$ cat config.mk
export PLATFORM = sky130hd
export DESIGN_NAME = seven_bit_block_deframer
export DESIGN_NICKNAME = d
export VERILOG_FILES = /design/src/rtl/core/sbd_pkg.sv /design/src/rtl/core/sbd_unpack.sv /design/src/rtl/core/seven_bit_block_deframer.sv
export SDC_FILE = /design/constraint.sdc
export NUM_CORES = 1
export LEC_CHECK = 0
export BUFFER_PORTS_ARGS = -buffer_cell sky130_fd_sc_hd__buf_2
export CAP_MARGIN = 20
export CELL_PAD_IN_SITES_DETAIL_PLACEMENT = 1
export CELL_PAD_IN_SITES_GLOBAL_PLACEMENT = 2
export CORE_MARGIN = 4
export CORE_UTILIZATION = 42
export CTS_BUF_LIST = sky130_fd_sc_hd__clkbuf_4
export DETAILED_ROUTE_END_ITERATION = 8
export PLACE_DENSITY_LB_ADDON = 0.3
export SKIP_LAST_GASP = 1
export SYNTH_ARGS = -nofsm -noshare
export SYNTH_HDL_FRONTEND = slang
export SYNTH_HIERARCHICAL = 1
export SYNTH_SLANG_ARGS = --single-unit
$ cat constraint.sdc
create_clock -name clk -period 3.8 [get_ports clk]
set_clock_uncertainty 0.05 [all_clocks]
set_input_delay 0.76 -clock clk [delete_from_list [all_inputs] [get_ports clk]]
set_output_delay 0.76 -clock clk [all_outputs]
set_load 0.02 [all_outputs]
$ cat src/rtl/core/sbd_pkg.sv
// shared types and codes for the seven-bit block deframer
`timescale 1ns / 1ps

package sbd_pkg;

  localparam int unsigned GroupLen = 8;
  localparam int unsigned PayloadWidth = 7;
  localparam int unsigned PhaseWidth = 3;
  localparam logic [PhaseWidth-1:0] PhaseLast = 3'd7;

  typedef enum logic [2:0] {
    STATUS_OK         = 3'd0,
    STATUS_TOO_SHORT  = 3'd1,
    STATUS_NOT_MULT   = 3'd2,
    STATUS_NO_START   = 3'd3,
    STATUS_START_IN   = 3'd4
  } status_t;

  typedef struct packed {
    logic [PhaseWidth-1:0]   phase;
    logic [PayloadWidth-1:0] carry;
    logic                    full_seen;
    logic                    start_missing;
    logic                    start_inside;
  } state_t;

  typedef struct packed {
    logic       emit;
    logic [7:0] out_byte;
    logic       byte_valid;
    status_t    status;
    logic       frame_end;
  } result_t;

endpackage

$ cat src/rtl/core/sbd_unpack.sv
// unpack step: one wire byte against the carry state gives next state and result
`timescale 1ns / 1ps

module sbd_unpack (
  input  sbd_pkg::state_t  state,
  input  logic [7:0]       wire_byte,
  input  logic             last_byte,
  output sbd_pkg::state_t  state_next,
  output sbd_pkg::result_t result
);

  logic [6:0]  payload;
  logic        flag;
  logic [2:0]  p;
  logic [7:0]  carry_shift;
  logic [6:0]  payload_shift;
  sbd_pkg::state_t upd;

  assign payload = wire_byte[6:0];
  assign flag    = wire_byte[7];
  assign p       = state.phase;

  // bits shifted past the top of the message byte are dropped
  assign carry_shift   = {1'b0, state.carry} << p;
  assign payload_shift = payload >> (3'd7 - p);

  always_comb begin
    upd = state;
    // first byte of a frame opens group zero with nothing seen yet
    if (p == '0 && !state.full_seen) begin
      upd.start_missing = !flag;
    end else if (flag) begin
      upd.start_inside = 1'b1;
    end

    result.out_byte   = 8'd0;
    result.byte_valid = 1'b0;
    if (p == '0) begin
      upd.carry = payload;
    end else begin
      result.out_byte   = carry_shift | {1'b0, payload_shift};
      result.byte_valid = 1'b1;
      upd.carry         = payload & (7'h7f >> p);
    end

    if (p == sbd_pkg::PhaseLast) begin
      upd.full_seen = 1'b1;
      upd.phase     = '0;
    end else begin
      upd.phase = p + 3'd1;
    end

    result.status = sbd_pkg::STATUS_OK;
    if (last_byte) begin
      if (!upd.full_seen) begin
        result.status = sbd_pkg::STATUS_TOO_SHORT;
      end else if (upd.phase != '0) begin
        result.status = sbd_pkg::STATUS_NOT_MULT;
      end else if (upd.start_missing) begin
        result.status = sbd_pkg::STATUS_NO_START;
      end else if (upd.start_inside) begin
        result.status = sbd_pkg::STATUS_START_IN;
      end
      state_next = '0;
    end else begin
      state_next = upd;
    end

    result.frame_end = last_byte;
    result.emit      = result.byte_valid | last_byte;
  end

endmodule

$ cat src/rtl/core/seven_bit_block_deframer.sv
// Seven-bit block deframer: takes one wire byte per item (start flag in bit 7,
// seven payload bits below) and gives out recovered message bytes, seven for
// every eight wire bytes, with a frame status on the item marked by tlast.
// Sustained rate is one item per cycle on input while m_tready does not stall the
// output; a wire byte lands in the input register when it is accepted and its
// result is loaded into the result register when that register is free.
// The only state carried between items is the phase, carry and frame flag
// register updated in that single step. Wire bytes that open a group give no
// result unless they end the frame.
`timescale 1ns / 1ps

module seven_bit_block_deframer (
  input  logic       clk,
  input  logic       rst,
  input  logic       s_tvalid,
  output logic       s_tready,
  input  logic [7:0] s_tdata,   // wire_byte[7:0]
  input  logic       s_tlast,   // last_byte
  output logic       m_tvalid,
  input  logic       m_tready,
  output logic [7:0] m_tdata,   // out_byte[7:0]
  output logic [3:0] m_tuser,   // byte_valid[0], frame_status[3:1]
  output logic       m_tlast    // frame_end
);

  logic       in_valid;
  logic [7:0] in_byte;
  logic       in_last;
  logic       advance;
  logic       out_free;

  sbd_pkg::state_t  state;
  sbd_pkg::state_t  state_next;
  sbd_pkg::result_t result;

  sbd_unpack u_unpack (
    .state      (state),
    .wire_byte  (in_byte),
    .last_byte  (in_last),
    .state_next (state_next),
    .result     (result)
  );

  assign out_free = !m_tvalid || m_tready;
  assign advance  = in_valid && out_free;
  assign s_tready = !in_valid || advance;

  always_ff @(posedge clk) begin
    if (rst) begin
      in_valid <= 1'b0;
    end else if (s_tready) begin
      in_valid <= s_tvalid;
    end
  end

  always_ff @(posedge clk) begin
    if (s_tready && s_tvalid) begin
      in_byte <= s_tdata;
      in_last <= s_tlast;
    end
  end

  always_ff @(posedge clk) begin
    if (rst) begin
      state <= '0;
    end else if (advance) begin
      state <= state_next;
    end
  end

  always_ff @(posedge clk) begin
    if (rst) begin
      m_tvalid <= 1'b0;
    end else if (out_free) begin
      m_tvalid <= advance && result.emit;
    end
  end

  always_ff @(posedge clk) begin
    if (advance && result.emit) begin
      m_tdata <= result.out_byte;
      m_tuser <= {result.status, result.byte_valid};
      m_tlast <= result.frame_end;
    end
  end

  // status is only reported on the frame end
  a_status_only_at_end: assert property (@(posedge clk) disable iff (rst)
    m_tvalid && !m_tlast |-> m_tuser[3:1] == sbd_pkg::STATUS_OK)
    else $error("frame status set away from frame end");

  // an item without a byte exists only to close a frame
  a_empty_only_at_end: assert property (@(posedge clk) disable iff (rst)
    m_tvalid && !m_tuser[0] |-> m_tlast)
    else $error("empty result without frame end");

  // a frame end returns the unpack state to its start
  a_clear_after_end: assert property (@(posedge clk) disable iff (rst)
    advance && in_last |=> state == '0)
    else $error("state not cleared after frame end");

  // a stalled result is never overwritten
  a_hold_on_stall: assert property (@(posedge clk) disable iff (rst)
    m_tvalid && !m_tready |=> m_tvalid && $stable(m_tdata) && $stable(m_tuser))
    else $error("result changed while stalled");

endmodule
==> impl_results.md, run 1 <==
* Run status: complete, no violations
* ANT nets after route at 0
* Vias in the first global route at 1499
* Starting Density at 0.446
* Clock Root Buffer: clkbuf_4
* Final setup viols at 0
* Vias post-DR at approximately 1400
* Worst min-delay path class: flip-flop to flip-flop
* Area of the core at roughly 4500 um^2
* Dominant synthesized flop cell: edfxtp_1
* Cells after synthesis at between 150 and 200
* Mean area per synthesized cell at 11.1 um^2
* Final Max Slew Viols at 0
* Peak supply drop at between 0.00015 and 0.0002 V
* # hold bufs at CTS at 0
* Worst hold slack at between 0.4 and 0.5 ns
* R2R setup slack at 1.36 ns
* Vias per cell at ~5.4
* Worst-path clk slew at 0.11 ns
* CP Launch Type: flip-flop
* Seq/Total Area, Yosys at 0.482
* Yosys reg bits at 37
* CP max stage cell: dfxtp_1
* CTS tree: built
* Largest net degree at the start of global routing at 29
* Utilization after layout at 0.484
* Req. time, crit path at 3.91 ns
* CP arrival at between 2 and 3 ns
* Crit share post-route at 0.643
* P per Cell Area at roughly 330 nW/um^2
* CP Class: flip-flop to flip-flop
* Synth cell types at 33
* Leakage power at 0.856 nW
* Unrepaired setup endpoints after global routing: no
* Fmax at 0.409 GHz
* Setup bufs post-CTS at 0
* Pre-antenna DRT Iters at 4
* Setup_tns at 0 ns
* CTS Buf Count at 5
* Slowest stage delay, CP at approximately 0.72 ns
* IO Count at 28
* Initial antenna violation count at 0
* Synth warnings at 6
* Synth Net Count at approximately 200
* Final WS setup at 1.36 ns
* Post-Place Setup Slack at ~1.4 ns
* Full die area at between 5000 and 6000 um^2
* Crit-path max FO at 15
* Fraction of registers with async set/reset at 0
* Clock Sinks at 37
* Area Overhead vs Synth at 8.53%
* Avg WL per Cell at roughly 17 um
* Worst-Skew Late Latency at 0.34 ns
* Gpl congestion at between 0.7 and 0.8
* Rows at 24
* CTS max path bufs at 2
* H-Tree Depth at 2
* Maxcap violations at 0
* Drt drc at 0
* GRT Residual Overflow at 0
* Vertical die dimension at between 70 and 80 um
* NumNets Final at between 200 and 250
* First-pass GRT wire length at about 7300 um
* Tot Pwr at 0.000724 W
* CP Cell Sequence: inv_1 > ha_1 > nor3b_2 > mux2i_1 > nor4b_2
* DP HPWL at roughly 3100 um
* Overall routed net length at around 4200 um
* Initial DRC Count at 74
* Minimum clock period at about 2.4 ns
* Slew headroom at 0.369
* Diodes inserted at 0
* Synth Cell Area at 2000 um^2
* Post-synth EDFFs at 22
* Fraction of layout cells with a size suffix above 1 at 0.202
* Final Hold Viols at 0
* CP Capture Type: flip-flop
* All-Layer GR Usage at 0.155
* I/O Buffers at 27
* Worst slew pin tran at about 0.94 ns
* Post-CTS sizing at 0
* Die X at 76.9 um
[critical path, delay by kind of cell, from the launching register on]
kind / cells / cell delay (ns)
multiplexers: 1 / 0.30
flip-flops: 1 / 0.72
AND/OR/NAND/NOR: 2 / 0.47
buffers and inverters: 1 / 0.35
adder cells (fa/ha/maj): 1 / 0.38
[through the flow]
step	instance area [um^2]	std cells
floorplan	2000	179
global placement	2120	247
detailed placement	2120	247
CTS	2170	255
global route	2170	255
finish	2170	255
[synth_stat cells (2+ instances only)]
master,count,area [um^2]
nand2_1,18,67.6
nor2_1,10,37.5
a21oi_1,3,15.0
buf_2,3,15.0
clkbuf_1,3,11.3
and2_1,2,12.5
nor2b_1,2,12.5
ha_1,5,62.6
o21ai_0,2,10.0
o211a_1,2,20.0
mux2i_1,31,310
edfxtp_1,22,661
buf_6,2,22.5
nand2b_1,27,169
dfxtp_1,15,300
inv_1,7,26.3
buf_4,2,15.0
a32o_1,6,60.1
and3_1,3,18.8
[kinds of logic after synthesis]
group           synth area share
fa+ha+maj                 0.0313
flops                      0.482
mux                        0.167
buf+inv                   0.0570
simple gates               0.193
compound gates            0.0702
[report_power, final]
part	internal [W]	switching [W]
registers	0.000439	0.0000147
clock network	0.0000670	0.000126
logic	0.0000347	0.0000428
[flip-flops by register name (all words and copies together) (netlist names)]
| signal | count |
|---|---|
| m_tlast | 1 |
| in_byte | 8 |
| m_tvalid | 1 |
| m_tdata | 8 |
| state | 13 |
| in_valid | 1 |
| m_tuser | 4 |
| in_last | 1 |
[layout by cell type, fill, tap and decap left out, types with 2 or more instances in the layout]
cell type / netlist / final
a21oi_1: 3 / 3
nand2b_1: 27 / 27
and2_1: 2 / 2
nor2_1: 10 / 10
dfxtp_1: 15 / 15
nand2_1: 18 / 18
ha_1: 5 / 5
a32o_1: 6 / 6
clkbuf_4: 0 / 5
and3_1: 3 / 3
nor2b_1: 2 / 2
o211a_1: 2 / 2
clkinv_1: 0 / 2
mux2i_1: 31 / 31
inv_1: 7 / 7
buf_2: 3 / 27
edfxtp_1: 22 / 22
o21ai_0: 2 / 2
[area by class of cell]
class | count | area [um^2]
inverters | 7 | 26.3
well taps | 52 | 65.1
repair buffers | 28 | 143
clock inverters | 3 | 12.5
clock buffers | 5 | 37.5
flip-flops and latches | 37 | 961
multi-input cells | 123 | 921
fillers | 511 | 2310
[path summary, 6_finish.rpt]
check	from	end	depth (start not counted)
setup / recovery	state[11]	m_tuser[3]	5
hold reg to reg	state[0]	state[0]	2
setup reg to reg	state[11]	m_tuser[3]	5
hold / removal	state[0]	state[0]	2
[routing by layer]
metal / track usage / share of wire / up-vias
li1: - / - / 671
met1: 0.197 / 0.45 / 664
met2: 0.264 / 0.50 / 23
met3: 0.0386 / 0.036 / 7
met4: 0.0380 / 0.0095 / 0
met5: 0 / 0 / -
Power figures use the tool's default switching activity.
==> run 2: changes to the inputs <==
CORE_UTILIZATION = 39   (was 42)
clock period = 2.4 ns   (was 3.8 ns; I/O delays follow)
==> run 2 against run 1 <==
Non-clock buffer count rose by 6. Worst setup slack lost 0.75 ns. Register-to-register slack got worse by 0.75 ns. Fmax rose by 36%. Final cell count grew 8.2%. Design area grew 4.3%. Sequential share of layout area fell by 1.8 points. Sequential cell count stayed put. Die area increased by 6.9%. Sequential power up 57%. Wire length up 8.3%.
==> impl_results.md, run 2 (same netlist as run 1, synthesis figures left out) <==
* Met1 Track Usage GR at 0.190
* Drt drc at 0
* Area Overhead vs Synth at 13.2%
* Vias in the first global route at between 1500 and 2000
* Rows at 25
* IO Count at 28
* Final setup viols at 0
* Clock Root Buffer: clkbuf_4
* Maxcap violations at 0
* GR Layer Usage met2 at 0.276
* Fraction of layout cells with a size suffix above 1 at 0.230
* Leading cell types in the layout, fill and taps excluded: mux2i_1 (31), nand2b_1 (27), buf_2 (27)
* Run status: complete, no violations
* Crit share post-route at 0.750
* Worst-path clk slew at roughly 0.12 ns
* P per Cell Area at around 570 nW/um^2
* Vertical die dimension at 79.5 um
* Minimum clock period at ~1.8 ns
* Full die area at ~6300 um^2
* Initial DRC Count at between 60 and 70
* Commonest non-fill, non-tap cell in the layout: mux2i_1
* Gate power share at 0.106
* Top Registers: state (13), in_byte (8), m_tdata (8)
* Layer with the highest usage: met2
* CTS Buf Count at 5
* R2r endpoint: m_tuser[3]
* CP Launch Type: flip-flop
* Pint at around 0.00097 W
* Area of the core at about 4800 um^2
* CP arrival at between 1.5 and 2 ns
* Fin cells at 276
* Setup bufs post-CTS at 0
* Vias post-DR at between 1000 and 1500
* Initial antenna violation count at 0
* # hold bufs at CTS at 0
* Starting Density at 0.412
* First-pass GRT wire length at 7520 um
* CP Class: flip-flop to flip-flop
* Met3 Resource Use GR at 0.0372
* CP Cell Sequence: inv_1 > ha_1 > nor3b_2 > mux2i_1 > nor4b_2
* Final Hold Viols at 0
* Diodes inserted at 0
* Post-Place Setup Slack at 0.619 ns
* Final WS setup at around 0.60 ns
* Slowest stage delay, CP at 0.35 ns
* Slew headroom at 0.641
* Worst Hold Path EP: in_byte[1]
* Reg-to-Reg Start: state[10]
* Reg2reg path depth at 5
* All-Layer GR Usage at 0.158
* Req. time, crit path at between 2 and 3 ns
* Pre-antenna DRT Iters at 4
* CP Capture Type: flip-flop
* Unrepaired setup endpoints after global routing: no
* Post-CTS sizing at 0
* Fmax at between 0.5 and 0.6 GHz
* Sw Ratio at 0.245
* Worst min-delay path class: input pin to flip-flop
* Worst-Skew Late Latency at 0.34 ns
* H-Tree Depth at 2
* Worst slew pin tran at between 0.5 and 0.6 ns
* CTS tree: built
* Worst hold slack at roughly 0.25 ns
* Avg WL per Cell at between 15 and 20 um
* Overall routed net length at ~4600 um
* NumNets Final at around 230
* Clock share of power at 0.340
* Setup_tns at 0 ns
* I/O Buffers at 27
* Hold path cells at 1
* CP max stage cell: dfxtp_1
* Gpl congestion at between 0.8 and 0.9
* Max reg flops at 13
* Placed Cells at ~270
* Leakage power at a little under 0.9 nW
* Fillers at ~540
* CTS max path bufs at 2
* Final Max Slew Viols at 0
* Net Switching at around 0.00032 W
* R2R setup slack at about 0.6 ns
* Largest Register: state
* Largest net degree at the start of global routing at 29
* Peak supply drop at between 0.0002 and 0.0003 V
* Die X at just under 80 um
* Vias per cell at slightly above 5
* DP HPWL at approximately 3400 um
* Crit-path max FO at 8
* Sequential share of power at 0.554
* ANT nets after route at 0
* Utilization after layout at 0.466
* GRT Residual Overflow at 0
* Clock Sinks at 37
* HP Start: s_tdata[1]
## run 2: changes by cell type in the layout (fill, tap and decap cells not counted)
cell,previous run,this run
buf_4,1,7
bufinv_16,0,1
clkinv_2,1,0
clkinvlp_4,0,1
clkinv_1,2,1
## run 2: routing by layer
layer	share of wire	up-vias
met1	0.46	701
met3	0.032	4
met4	0.0090	0
met5	0	-
li1	-	676
met2	0.50	27
## run 2: worst max-delay path by stage
stage              start          to  slack [ns]
2_1_floorplan  state[10]  m_tdata[0]        0.20
3_3_place_gp   state[10]  m_tuser[3]        0.71
3_5_place_dp   state[10]  m_tuser[3]        0.62
4_1_cts        state[10]  m_tuser[3]        0.58
5_1_grt        state[10]  m_tuser[3]        0.42
6_report       state[10]  m_tuser[3]        0.60
## run 2: layout make-up
cell class                      count  area [um^2]  share of cell area
Timing Repair Buffer               34          188              0.0831
Clock inverter                      3         41.3              0.0183
Inverter                            7         26.3              0.0116
Sequential cell                    37          961               0.425
Clock buffer                        5         37.5              0.0166
Tap cell                           67         83.8              0.0371
Multi-Input combinational cell    123          921               0.408
## run 2: power groups by stage
stage	combinational [W]	sequential, W	clock, W
floorplan	0.0000945	0.000729	0
global placement	0.000133	0.000724	0
detailed placement	0.000138	0.000725	0
CTS	0.000138	0.000711	0.000453
global route	0.000149	0.000714	0.000481
finish	0.000137	0.000711	0.000436
## run 2: worst max-delay path: cells and delay by family, from the launching register on
kind | cells | cell delay, ns
adder cells (fa/ha/maj) | 1 | 0.29
buffers and inverters | 1 | 0.07
AND/OR/NAND/NOR | 2 | 0.53
multiplexers | 1 | 0.33
flip-flops | 1 | 0.35
## run 2: per-stage QoR
step,instance area [um^2],total power [W]
floorplan,2000,0.000823
global placement,2180,0.000857
detailed placement,2180,0.000863
CTS,2260,0.00130
global route,2260,0.00134
finish,2260,0.00128
